==> src/rtl/lpda_pkg.sv <==
// Shared types and constants for the LUT product dot-accumulate block.
// Used by lpda_table, lpda_accum and lut_product_dot_accumulate; no dependencies.
package lpda_pkg;

    localparam int OPERAND_W        = 8;
    localparam int OPERAND_BITS_DEF = 8;
    localparam int TABLE_VALUE_W    = 16;
    localparam int SUM_W            = 32;

    typedef enum logic {
        KIND_TABLE_WRITE = 1'b0,
        KIND_MAC         = 1'b1
    } t_kind;

    // Control for one multiply-accumulate step leaving the table read stage.
    typedef struct packed {
        logic valid;
        logic last;
    } t_step;

endpackage

==> src/rtl/lpda_accum.sv <==
// Running-sum register and output register of the dot-accumulate block.
// Depends on lpda_pkg for widths and the step control struct.
module lpda_accum (
    input  logic                                      i_clk,
    input  logic                                      i_rst_n,
    input  lpda_pkg::t_step                           i_step,
    input  logic signed [lpda_pkg::TABLE_VALUE_W-1:0] i_product,
    output logic                                      o_hold,
    output logic                                      o_out_valid,
    input  logic                                      i_out_stall,
    output logic signed [lpda_pkg::SUM_W-1:0]         o_dot_sum
);

    localparam int EXT_W = lpda_pkg::SUM_W - lpda_pkg::TABLE_VALUE_W;

    lpda_pkg::t_step                  r_step;
    lpda_pkg::t_step                  n_step;
    logic [lpda_pkg::SUM_W-1:0]       r_sum;
    logic [lpda_pkg::SUM_W-1:0]       n_sum;
    logic [lpda_pkg::SUM_W-1:0]       r_out;
    logic [lpda_pkg::SUM_W-1:0]       n_out;
    logic                             r_out_valid;
    logic                             n_out_valid;
    logic [lpda_pkg::SUM_W-1:0]       total;
    logic                             step_go;

    assign total = r_sum + {{EXT_W{i_product[lpda_pkg::TABLE_VALUE_W-1]}}, i_product};

    // A last step needs a free output register; other steps always move.
    assign step_go = r_step.valid && (!r_step.last || !r_out_valid || !i_out_stall);
    assign o_hold  = r_step.valid && !step_go;

    always_comb begin
        n_step      = o_hold ? r_step : i_step;
        n_sum       = r_sum;
        n_out       = r_out;
        n_out_valid = r_out_valid && i_out_stall;
        if (step_go) begin
            if (r_step.last) begin
                n_sum       = '0;
                n_out       = total;
                n_out_valid = 1'b1;
            end else begin
                n_sum = total;
            end
        end
    end

    always_ff @(posedge i_clk) begin
        if (!i_rst_n) begin
            r_step      <= '0;
            r_sum       <= '0;
            r_out_valid <= 1'b0;
        end else begin
            r_step      <= n_step;
            r_sum       <= n_sum;
            r_out_valid <= n_out_valid;
        end
    end

    always_ff @(posedge i_clk) begin
        r_out <= n_out;
    end

    assign o_out_valid = r_out_valid;
    assign o_dot_sum   = r_out;

`ifndef SYNTHESIS
    a_clear_after_last: assert property (@(posedge i_clk) disable iff (!i_rst_n)
        (step_go && r_step.last) |=> (r_sum == '0))
        else $error("running sum not cleared after last step");

    a_accumulate: assert property (@(posedge i_clk) disable iff (!i_rst_n)
        (step_go && !r_step.last) |=> (r_sum == $past(total)))
        else $error("running sum did not add the product");

    a_result_source: assert property (@(posedge i_clk) disable iff (!i_rst_n)
        $rose(r_out_valid) |-> $past(step_go && r_step.last))
        else $error("result appeared without a last step");

    a_hold_keeps_step: assert property (@(posedge i_clk) disable iff (!i_rst_n)
        o_hold |=> (r_step.valid && r_step.last))
        else $error("held step was lost");
`endif

endmodule

==> config.mk <==
export PLATFORM = sky130hd
export DESIGN_NAME = lpda_accum
export DESIGN_NICKNAME = d
export VERILOG_FILES = /design/src/rtl/lpda_pkg.sv /design/src/rtl/lpda_accum.sv
export SDC_FILE = /design/constraint.sdc
export NUM_CORES = 1
export LEC_CHECK = 0
export BUFFER_PORTS_ARGS = -buffer_cell sky130_fd_sc_hd__buf_2
export CAP_MARGIN = 10
export CORE_MARGIN = 2
export CORE_UTILIZATION = 58
export DETAILED_ROUTE_END_ITERATION = 7
export MAX_ROUTING_LAYER = met4
export PLACE_DENSITY = 0.88
export SYNTH_ARGS = -nofsm -noshare
export SYNTH_HDL_FRONTEND = slang
export SYNTH_SLANG_ARGS = --single-unit
==> constraint.sdc <==
create_clock -name i_clk -period 4 [get_ports i_clk]
set_input_delay 0.2 -clock i_clk [delete_from_list [all_inputs] [get_ports i_clk]]
set_output_delay 0.2 -clock i_clk [all_outputs]
set_load 0.005 [all_outputs]
==> results of run 1 <==
-- where the power goes --
part | switching, mW | total [mW] | internal, mW
logic | 0.200 | 0.331 | 0.131
clock network | 0.275 | 0.745 | 0.470
registers | 0.0149 | 0.775 | 0.760
-- layout by cell type (no fill, tap or decap), types with 2 or more instances in the layout --
master / synthesis / final
buf_2: 0 / 54
or4_1: 2 / 2
dfxtp_1: 35 / 35
a221o_1: 2 / 2
xor2_1: 14 / 14
a31oi_1: 2 / 2
nor2b_1: 15 / 15
ha_1: 31 / 31
inv_1: 13 / 13
and2_1: 5 / 5
nand2b_1: 2 / 2
nand2_1: 29 / 29
a21boi_0: 5 / 5
edfxtp_1: 32 / 32
bufinv_16: 0 / 3
nand3_1: 12 / 12
xnor2_1: 13 / 13
a22oi_1: 12 / 12
a221oi_2: 2 / 2
a32oi_1: 2 / 2
or3_1: 2 / 2
buf_4: 0 / 4
nor2_1: 13 / 12
nor3_1: 7 / 7
a21oi_1: 33 / 33
o21a_1: 4 / 4
a21o_1: 16 / 16
a22o_1: 15 / 15
nand4_1: 5 / 5
clkbuf_8: 0 / 10
and3_1: 9 / 9
o21ai_0: 20 / 20
o21bai_1: 2 / 2
-- synth_stat cells (all sizes together) --
master	instances
a31o	1
a32o	1
a31oi	2
a221oi	2
o21a	4
nand3	12
a211oi	2
a22oi	12
fa	1
ha	31
inv	13
o22ai	1
o311ai	1
o41ai	1
a32oi	2
nor2	13
nor2b	15
and2	7
o31ai	2
o21bai	2
nor3	7
a211o	2
buf	1
nand4	5
edfxtp	32
nand2	29
a22o	15
xor2	14
o211ai	1
a21o	16
clkbuf	13
dfxtp	35
and3	10
nand2b	2
or4	2
a221o	3
a21oi	34
a21boi	5
o21ai	21
xnor2	13
or3	2
-- sequential cells by signal (all words and copies together) (netlist names) --
register     flops
r_sum           32
o_dot_sum       32
o_out_valid      1
r_step           2
-- cells by family (layout without fill, tap and decap cells) --
kind of cell    Yosys count  after routing  share of synthesized area (%)
compound gates          130            130                           23.7
simple gates            104            104                           13.8
flops                    67             67                           43.2
fa+ha+maj                32             32                           10.6
xor+xnor                 27             27                           6.15
buf+inv                  27             87                           2.63
-- worst max-delay path, delay by kind of cell (launching register included) --
family | cells | cell delay, ns
adder cells (fa/ha/maj) | 2 | 0.62
AND/OR/NAND/NOR | 4 | 0.62
flip-flops | 1 | 0.32
AO/OA/AOI/OAI | 4 | 1.26
-- through the flow --
step / cell area (um2) / power, mW / utilization (%) / setup WS (ns)
finish: 4460 / 1.85 / 69.9 / 0.926
global route: 4460 / 1.92 / 69.9 / 0.749
CTS: 4460 / 1.84 / 69.9 / 0.941
detailed placement: 4190 / 1.10 / 65.7 / 1.02
global placement: 4190 / 1.09 / 65.7 / 1.08
floorplan: 3850 / 1.02 / - / 1.24
-- routing by layer --
| metal | wire [um] | track usage, % | vias to the layer above |
|---|---|---|---|
| met5 | 0 | - | - |
| met4 | 271 | 13.7 | 0 |
| met3 | 571 | 4.96 | 30 |
| met2 | 4210 | 40.6 | 155 |
| met1 | 4040 | 33.3 | 1559 |
| li1 | - | - | 1561 |
-- worst paths after layout --
| kind | start | end | slack, ns | cells after the start |
|---|---|---|---|---|
| setup reg to reg | r_sum[0] | o_dot_sum[30] | 0.93 | 10 |
| setup / recovery | r_sum[0] | o_dot_sum[30] | 0.93 | 10 |
| hold reg to reg | r_sum[0] | r_sum[0] | 0.49 | 2 |
| hold / removal | i_step[1] | r_step[1] | 0.06 | 2 |
-- final cells by class --
cell class / instances / area, um2 / share of cell area (%)
clock inverter: 5 / 106 / 2.38
clock buffer: 11 / 163 / 3.64
timing repair buffer: 58 / 300 / 6.73
inverter: 13 / 48.8 / 1.09
sequential: 67 / 1660 / 37.2
multi-input combinational: 293 / 2090 / 46.8
tap: 77 / 96.3 / 2.16
==> results.json, run 1 <==
{
  "slowest_stage": "a221o_2",
  "dpl.hpwl_um": 6080,
  "path_class": "reg2reg",
  "die_h_um": 85.4,
  "min_period_ns": 3.07,
  "slew_viol_final": 0,
  "num_rows": 29,
  "synth.area.top_cells": "edfxtp_1, dfxtp_1, ha_1, a21oi_1, a22o_1",
  "coreArea_mm2": 0.00639,
  "io_pins": 55,
  "yosysTopAreaCellShare_pct": 25.0,
  "worst_slew_pin_slew_ns": 0.888,
  "crit_required_ns": 4.11,
  "first_iter_violations": 174,
  "slowest_delay_ns": 0.47,
  "tns_ns": 0,
  "ant_nets": 0,
  "vias": 3305,
  "ys_types": 50,
  "crit_path_start_kind": "flop",
  "grt_overflow_total": 0,
  "num_antenna_cells": 0,
  "path_clk_slew_ns": 0.08,
  "cts_buffers": 9,
  "cts_tree": "yes",
  "grt_max_degree": 21,
  "drc": 0,
  "timing.fmax_mhz": 325,
  "arrival_ns": 3.19,
  "gp_congestion": 0.990,
  "drive_gt1_share_pct": 19.5,
  "path_cells": "ha_1 -> fa_1 -> a21o_1 -> a221oi_2 -> o31ai_2 -> a221o_2 -> nand3_1 -> nand2_1 -> or3_1 -> and2_1",
  "finClkSkew_ns": 0.0156,
  "via_per_inst": 6.31,
  "syn_area_mm2": 0.00385,
  "holdWs_ns": 0.0594,
  "cts.repair.resized": 0,
  "drv_cap": 0,
  "syn_to_final_growth_pct": 16.0,
  "avgSynthCellArea_um2": 9.94,
  "dp_cells": 508,
  "hold_viol": 0,
  "path_max_fanout": 5,
  "start_util_pct": 60.2,
  "layoutNonFillerInstCount": 524,
  "wl_per_cell_um": 17.4,
  "cts_sinks": 67,
  "antenna_found_initial": 0,
  "post_cts_buffers": 0,
  "grt_pass1_wl_um": 14800,
  "period_share_pct": 76.9,
  "rsz0062_at_grt": "no",
  "max_slew_margin_pct": 40.8,
  "die_w_um": 85.4,
  "power_density_mw_per_mm2": 415,
  "clkLatencyLatePin_ns": 0.36,
  "fin_nets": 495,
  "htree_levels": 3,
  "ys_seq_area_share_pct": 43.2,
  "root_buffer": "clkbuf_8",
  "drt-total-wl_um": 9100,
  "firstDrtPassIters": 5,
  "power_leakage_nw": 2.04,
  "hold_class": "in2reg",
  "cts_hold_buf": 0,
  "ys_ff_latch": 67,
  "synthCells": 387,
  "synth.largest_area_cell": "edfxtp_1",
  "max-clock-path-buffers": 2,
  "peakVddDrop_mv": 0.250,
  "num-fill-cells": 475,
  "worst_setup_path_end_kind": "flop",
  "grt_pass1_vias": 3212,
  "grt_use_total_pct": 26.4,
  "yosys_warnings": 0,
  "syn-num-nets": 440,
  "status": "finished clean",
  "setup_viol": 0,
  "die-area_mm2": 0.00730,
  "io_buffer_count": 54
}
(Power assumes the default switching activity.)
==> run 2: changes to the inputs <==
Settings changed: CORE_UTILIZATION 58 to 52, PLACE_DENSITY 0.88 to 0.83.
Clock period 4 ns to 2.8 ns, I/O delays scaled along.
==> results.json, run 2 (synthesized netlist as in run 1, its figures left out) <==
{
  "grt_use_met3_pct": 3.94,
  "drc": 0,
  "final_cell_mix": "buf_2, dfxtp_1, a21oi_1, edfxtp_1, ha_1",
  "cts_tree": "yes",
  "finClkSkew_ns": 0.00860,
  "dpl.hpwl_um": 6310,
  "rsz0062_at_grt": "yes",
  "coreArea_mm2": 0.00721,
  "power.share.clock_pct": 36.3,
  "syn_to_final_growth_pct": 20.4,
  "hold_viol": 0,
  "fin_ws_ns": -0.0115,
  "cts_buffers": 9,
  "firstDrtPassIters": 4,
  "max-clock-path-buffers": 2,
  "start_util_pct": 53.3,
  "drt-total-wl_um": 8890,
  "ff2ff_path_depth": 10,
  "final_common_cell": "buf_2",
  "grt_overflow_total": 0,
  "place_area_mm2": 0.00431,
  "holdWs_ns": 0.0178,
  "grt_pass1_vias": 2999,
  "hold_path_end": "r_step[0]",
  "drv_cap": 0,
  "path_clk_slew_ns": 0.07,
  "worst_slew_pin_slew_ns": 0.710,
  "multi_input_area_mm2": 0.00214,
  "grt_use_total_pct": 22.9,
  "path_max_fanout": 4,
  "grt_busiest_layer": "met2",
  "root_buffer": "clkbuf_8",
  "max_slew_margin_pct": 52.7,
  "ant_nets": 0,
  "slowest_stage": "a221o_2",
  "post-route-util_pct": 64.2,
  "vias": 3224,
  "die_h_um": 90.0,
  "hold_class": "in2reg",
  "io_pins": 55,
  "via_per_inst": 5.73,
  "power_leakage_nw": 2.10,
  "die_w_um": 90.0,
  "timing.fmax_mhz": 356,
  "die-area_mm2": 0.00810,
  "grt_max_degree": 21,
  "io_buffer_count": 54,
  "wl_per_cell_um": 15.8,
  "power_density_mw_per_mm2": 542,
  "hold_path_depth": 2,
  "num_rows": 31,
  "drive_gt1_share_pct": 24.4,
  "seq_area_mm2": 0.00166,
  "first_iter_violations": 237,
  "cts_sinks": 67,
  "slowest_delay_ns": 0.44,
  "arrival_ns": 2.92,
  "num_antenna_cells": 0,
  "met2_usage_pct": 34.8,
  "comb_power_share_pct": 19.6,
  "switching_share_pct": 26.6,
  "use_met1_pct": 31.4,
  "setup_viol": 2,
  "htree_levels": 3,
  "path_cells": "ha_4 -> fa_2 -> a21o_1 -> a221oi_2 -> o31ai_2 -> a221o_2 -> nand3_2 -> nand2_2 -> or3_1 -> and2_1",
  "path_class": "reg2reg",
  "worst_setup_path_end_kind": "flop",
  "crit_required_ns": 2.90,
  "gp_congestion": 0.952,
  "r2r-end": "o_dot_sum[30]",
  "internal_power_mw": 1.84,
  "crit_path_start_kind": "flop",
  "finalInstanceArea_mm2": 0.00463,
  "p_seq_share_pct": 44.1,
  "period_share_pct": 100,
  "clkLatencyLatePin_ns": 0.34,
  "violations": "negative setup slack",
  "switching_power_mw": 0.667,
  "fin_nets": 512,
  "status": "finished, violations left",
  "min_period_ns": 2.81,
  "slew_viol_final": 0,
  "ff2ff_setup_slack_ns": -0.01,
  "grt_pass1_wl_um": 14600,
  "num-fill-cells": 585,
  "worstHoldStart": "i_step[0]",
  "timing.rr.start": "r_sum[0]",
  "peakVddDrop_mv": 0.408,
  "antenna_found_initial": 0
}
-- run 2: changes by cell type in the layout (fill, tap and decap cells not counted), moves of 2 or more --
cell,previous run,this run
buf_4,4,20
ha_1,31,29
nor3_1,7,5
nor3_2,0,2
-- run 2: metrics by stage --
step	instances	power [mW]	TNS, ns	setup WS [ns]
final	563	2.51	-0.0149	-0.0115
after global routing	563	2.62	-0.170	-0.0939
after CTS	560	2.50	0	0.0159
after detailed placement	542	1.59	-0.0106	-0.0106
after global placement	542	1.58	0	0.0560
after floorplan	387	1.46	0	0.0351
-- run 2: critical path, delay by kind of cell (launching register included) --
family | cells | cell delay, ns
flip-flops | 1 | 0.34
adder cells (fa/ha/maj) | 2 | 0.50
AND/OR/NAND/NOR | 4 | 0.62
AO/OA/AOI/OAI | 4 | 1.12
-- run 2: area by class of cell --
type / instances / area share (%)
multi-input cells: 293 / 46.2
flip-flops and latches: 67 / 35.9
repair buffers: 75 / 9.29
clock buffers: 12 / 3.35
well taps: 99 / 2.67
clock inverters: 4 / 1.57
inverters: 13 / 1.05
-- run 2: power groups by stage --
| stage | logic, mW | registers, mW | clock network (mW) |
|---|---|---|---|
| 5_1_grt | 0.543 | 1.11 | 0.967 |
| 4_1_cts | 0.474 | 1.11 | 0.923 |
| 3_3_place_gp | 0.452 | 1.13 | 0 |
| 6_report | 0.493 | 1.11 | 0.912 |
| 2_1_floorplan | 0.334 | 1.13 | 0 |
| 3_5_place_dp | 0.465 | 1.13 | 0 |
-- run 2: worst max path at each step --
stage / depth (start not counted) / endpoint / from / slack (ns)
CTS: 10 / o_dot_sum[30] / r_sum[0] / 0.02
finish: 10 / o_dot_sum[30] / r_sum[0] / -0.01
detailed placement: 10 / o_dot_sum[30] / r_sum[0] / -0.01
global route: 10 / o_dot_sum[30] / r_sum[0] / -0.09
global placement: 10 / o_dot_sum[30] / r_sum[0] / 0.06
floorplan: 10 / o_dot_sum[30] / r_sum[0] / 0.04
-- run 2: metal layers --
layer,share of wire [%],vias up
met3,5.7,12
met1,47,1525
li1,-,1591
met4,1.4,0
met2,46,96
met5,0,-
-- run 2: repair_timing --
action,4_1_cts,5_1_grt
resized for setup,0,12
gates cloned,0,0
pin swaps,2,10
endpoints found under the setup margin,1,13
hold buffers,1,0
setup buffers,1,3
endpoints found under the hold margin,1,0
==> run 3: changes to the inputs <==
Settings changed: BUFFER_PORTS_ARGS -buffer_cell sky130_fd_sc_hd__buf_2 to not set, CORE_UTILIZATION 52 to 57, DONT_BUFFER_PORTS set to 1, PLACE_DENSITY 0.83 to not set, PLACE_DENSITY_LB_ADDON set to 0.05, TNS_END_PERCENT set to 5.
==> results.json, run 3 (synthesized netlist as in run 1, its figures left out) <==
{
  "gp_congestion": 0.866,
  "finalInstanceArea_mm2": 0.00430,
  "rsz0062_at_grt": "yes",
  "worst_slew_pin_slew_ns": 0.763,
  "drc": 0,
  "drive_gt1_share_pct": 11.6,
  "die_w_um": 86.2,
  "power_leakage_nw": 1.86,
  "die_h_um": 86.2,
  "drv_cap": 0,
  "ant_nets": 0,
  "finClkSkew_ns": 0.00869,
  "num_rows": 29,
  "first_iter_violations": 202,
  "grt_overflow_total": 0,
  "crit_path_start_kind": "flop",
  "crit_required_ns": 2.90,
  "cts_buffers": 9,
  "path_clk_slew_ns": 0.08,
  "io_buffer_count": 0,
  "antenna_found_initial": 0,
  "peakVddDrop_mv": 0.353,
  "path_class": "reg2reg",
  "power_density_mw_per_mm2": 577,
  "max_slew_margin_pct": 49.1,
  "vias": 2970,
  "min_period_ns": 2.75,
  "path_max_fanout": 2,
  "coreArea_mm2": 0.00642,
  "die-area_mm2": 0.00742,
  "wl_per_cell_um": 17.2,
  "arrival_ns": 2.85,
  "path_buf_inv": 0,
  "cpLargestDelayFamily": "compound AO/OA/AOI/OAI gates",
  "htree_levels": 3,
  "path_cells": "ha_2 -> fa_2 -> a21o_1 -> a221oi_2 -> o31ai_2 -> a221o_2 -> nand3_1 -> nand2_1 -> or3_1 -> and2_1",
  "max-clock-path-buffers": 2,
  "grt_pass1_wl_um": 13500,
  "hold_viol": 0,
  "timing.fmax_mhz": 364,
  "final_cell_mix": "dfxtp_1, a21oi_1, edfxtp_1",
  "power_mw": 2.48,
  "status": "finished clean",
  "worst_setup_path_end_kind": "flop",
  "place_area_mm2": 0.00401,
  "start_util_pct": 59.9,
  "fin_nets": 454,
  "slowest_delay_ns": 0.37,
  "clkLatencyLatePin_ns": 0.34,
  "hold_class": "in2reg",
  "num_antenna_cells": 0,
  "dpl.hpwl_um": 5950,
  "setup_viol": 0,
  "firstDrtPassIters": 5,
  "final_common_cell": "dfxtp_1",
  "cts_sinks": 67,
  "grt_pass1_vias": 2735,
  "io_pins": 55,
  "root_buffer": "clkbuf_8",
  "via_per_inst": 6.15,
  "grt_max_degree": 21,
  "syn_to_final_growth_pct": 11.7,
  "cts_tree": "yes",
  "slowest_stage": "a221o_2",
  "slew_viol_final": 0,
  "drt-total-wl_um": 8310,
  "period_share_pct": 98.2,
  "grt_use_total_pct": 23.8
}
[run 3: routing by layer]
metal  GRT usage [%]  vias to the layer above  wire [um]
met5               -                        -          0
met4            5.77                        0         44
met3            5.29                        6        447
met2            34.5                       85       3660
met1            34.0                     1404       4160
li1                -                     1475          -
[run 3: repair_timing]
action / in CTS / in global routing
hold buffers: 4 / 0
gates resized for setup: 1 / 5
pin swaps: 1 / 4
hold endpoints to repair: 18 / 0
setup buffers: 0 / 0
endpoints found under the setup margin: 2 / 12
[run 3: power breakdown]
part           internal (mW)  leakage [nW]  switching, mW
logic                  0.186          1.18          0.255
clock network          0.553         0.112          0.377
registers               1.09         0.577         0.0240
[run 3: worst paths after layout]
path | from | endpoint | slack, ns | depth (start not counted)
setup / recovery | r_sum[0] | o_dot_sum[30] | 0.05 | 10
setup reg to reg | r_sum[0] | o_dot_sum[30] | 0.05 | 10
hold reg to reg | r_sum[2] | r_sum[2] | 0.48 | 2
hold / removal | i_product[0] | o_dot_sum[0] | 0.07 | 1
[run 3: layout make-up]
| type | instances | area (um2) |
|---|---|---|
| Multi-Input combinational cell | 293 | 2110 |
| Fill cell | 531 | 2120 |
| Timing Repair Buffer | 17 | 150 |
| Sequential cell | 67 | 1660 |
| Clock buffer | 11 | 151 |
| Inverter | 13 | 48.8 |
| Tap cell | 77 | 96.3 |
| Clock inverter | 5 | 83.8 |
[run 3: per-stage QoR]
step | util [%] | hold slack [ns] | TNS (ns) | cells | setup slack, ns
2_1_floorplan | - | 0.264 | 0 | 387 | 0.0351
3_3_place_gp | 62.4 | 0.262 | 0 | 463 | 0.0686
3_5_place_dp | 62.4 | 0.264 | -0.00852 | 463 | -0.00852
4_1_cts | 66.7 | 0.0539 | 0 | 483 | 0.00936
5_1_grt | 66.9 | 0.0563 | -0.125 | 483 | -0.0671
6_report | 66.9 | 0.0723 | 0 | 483 | 0.0512
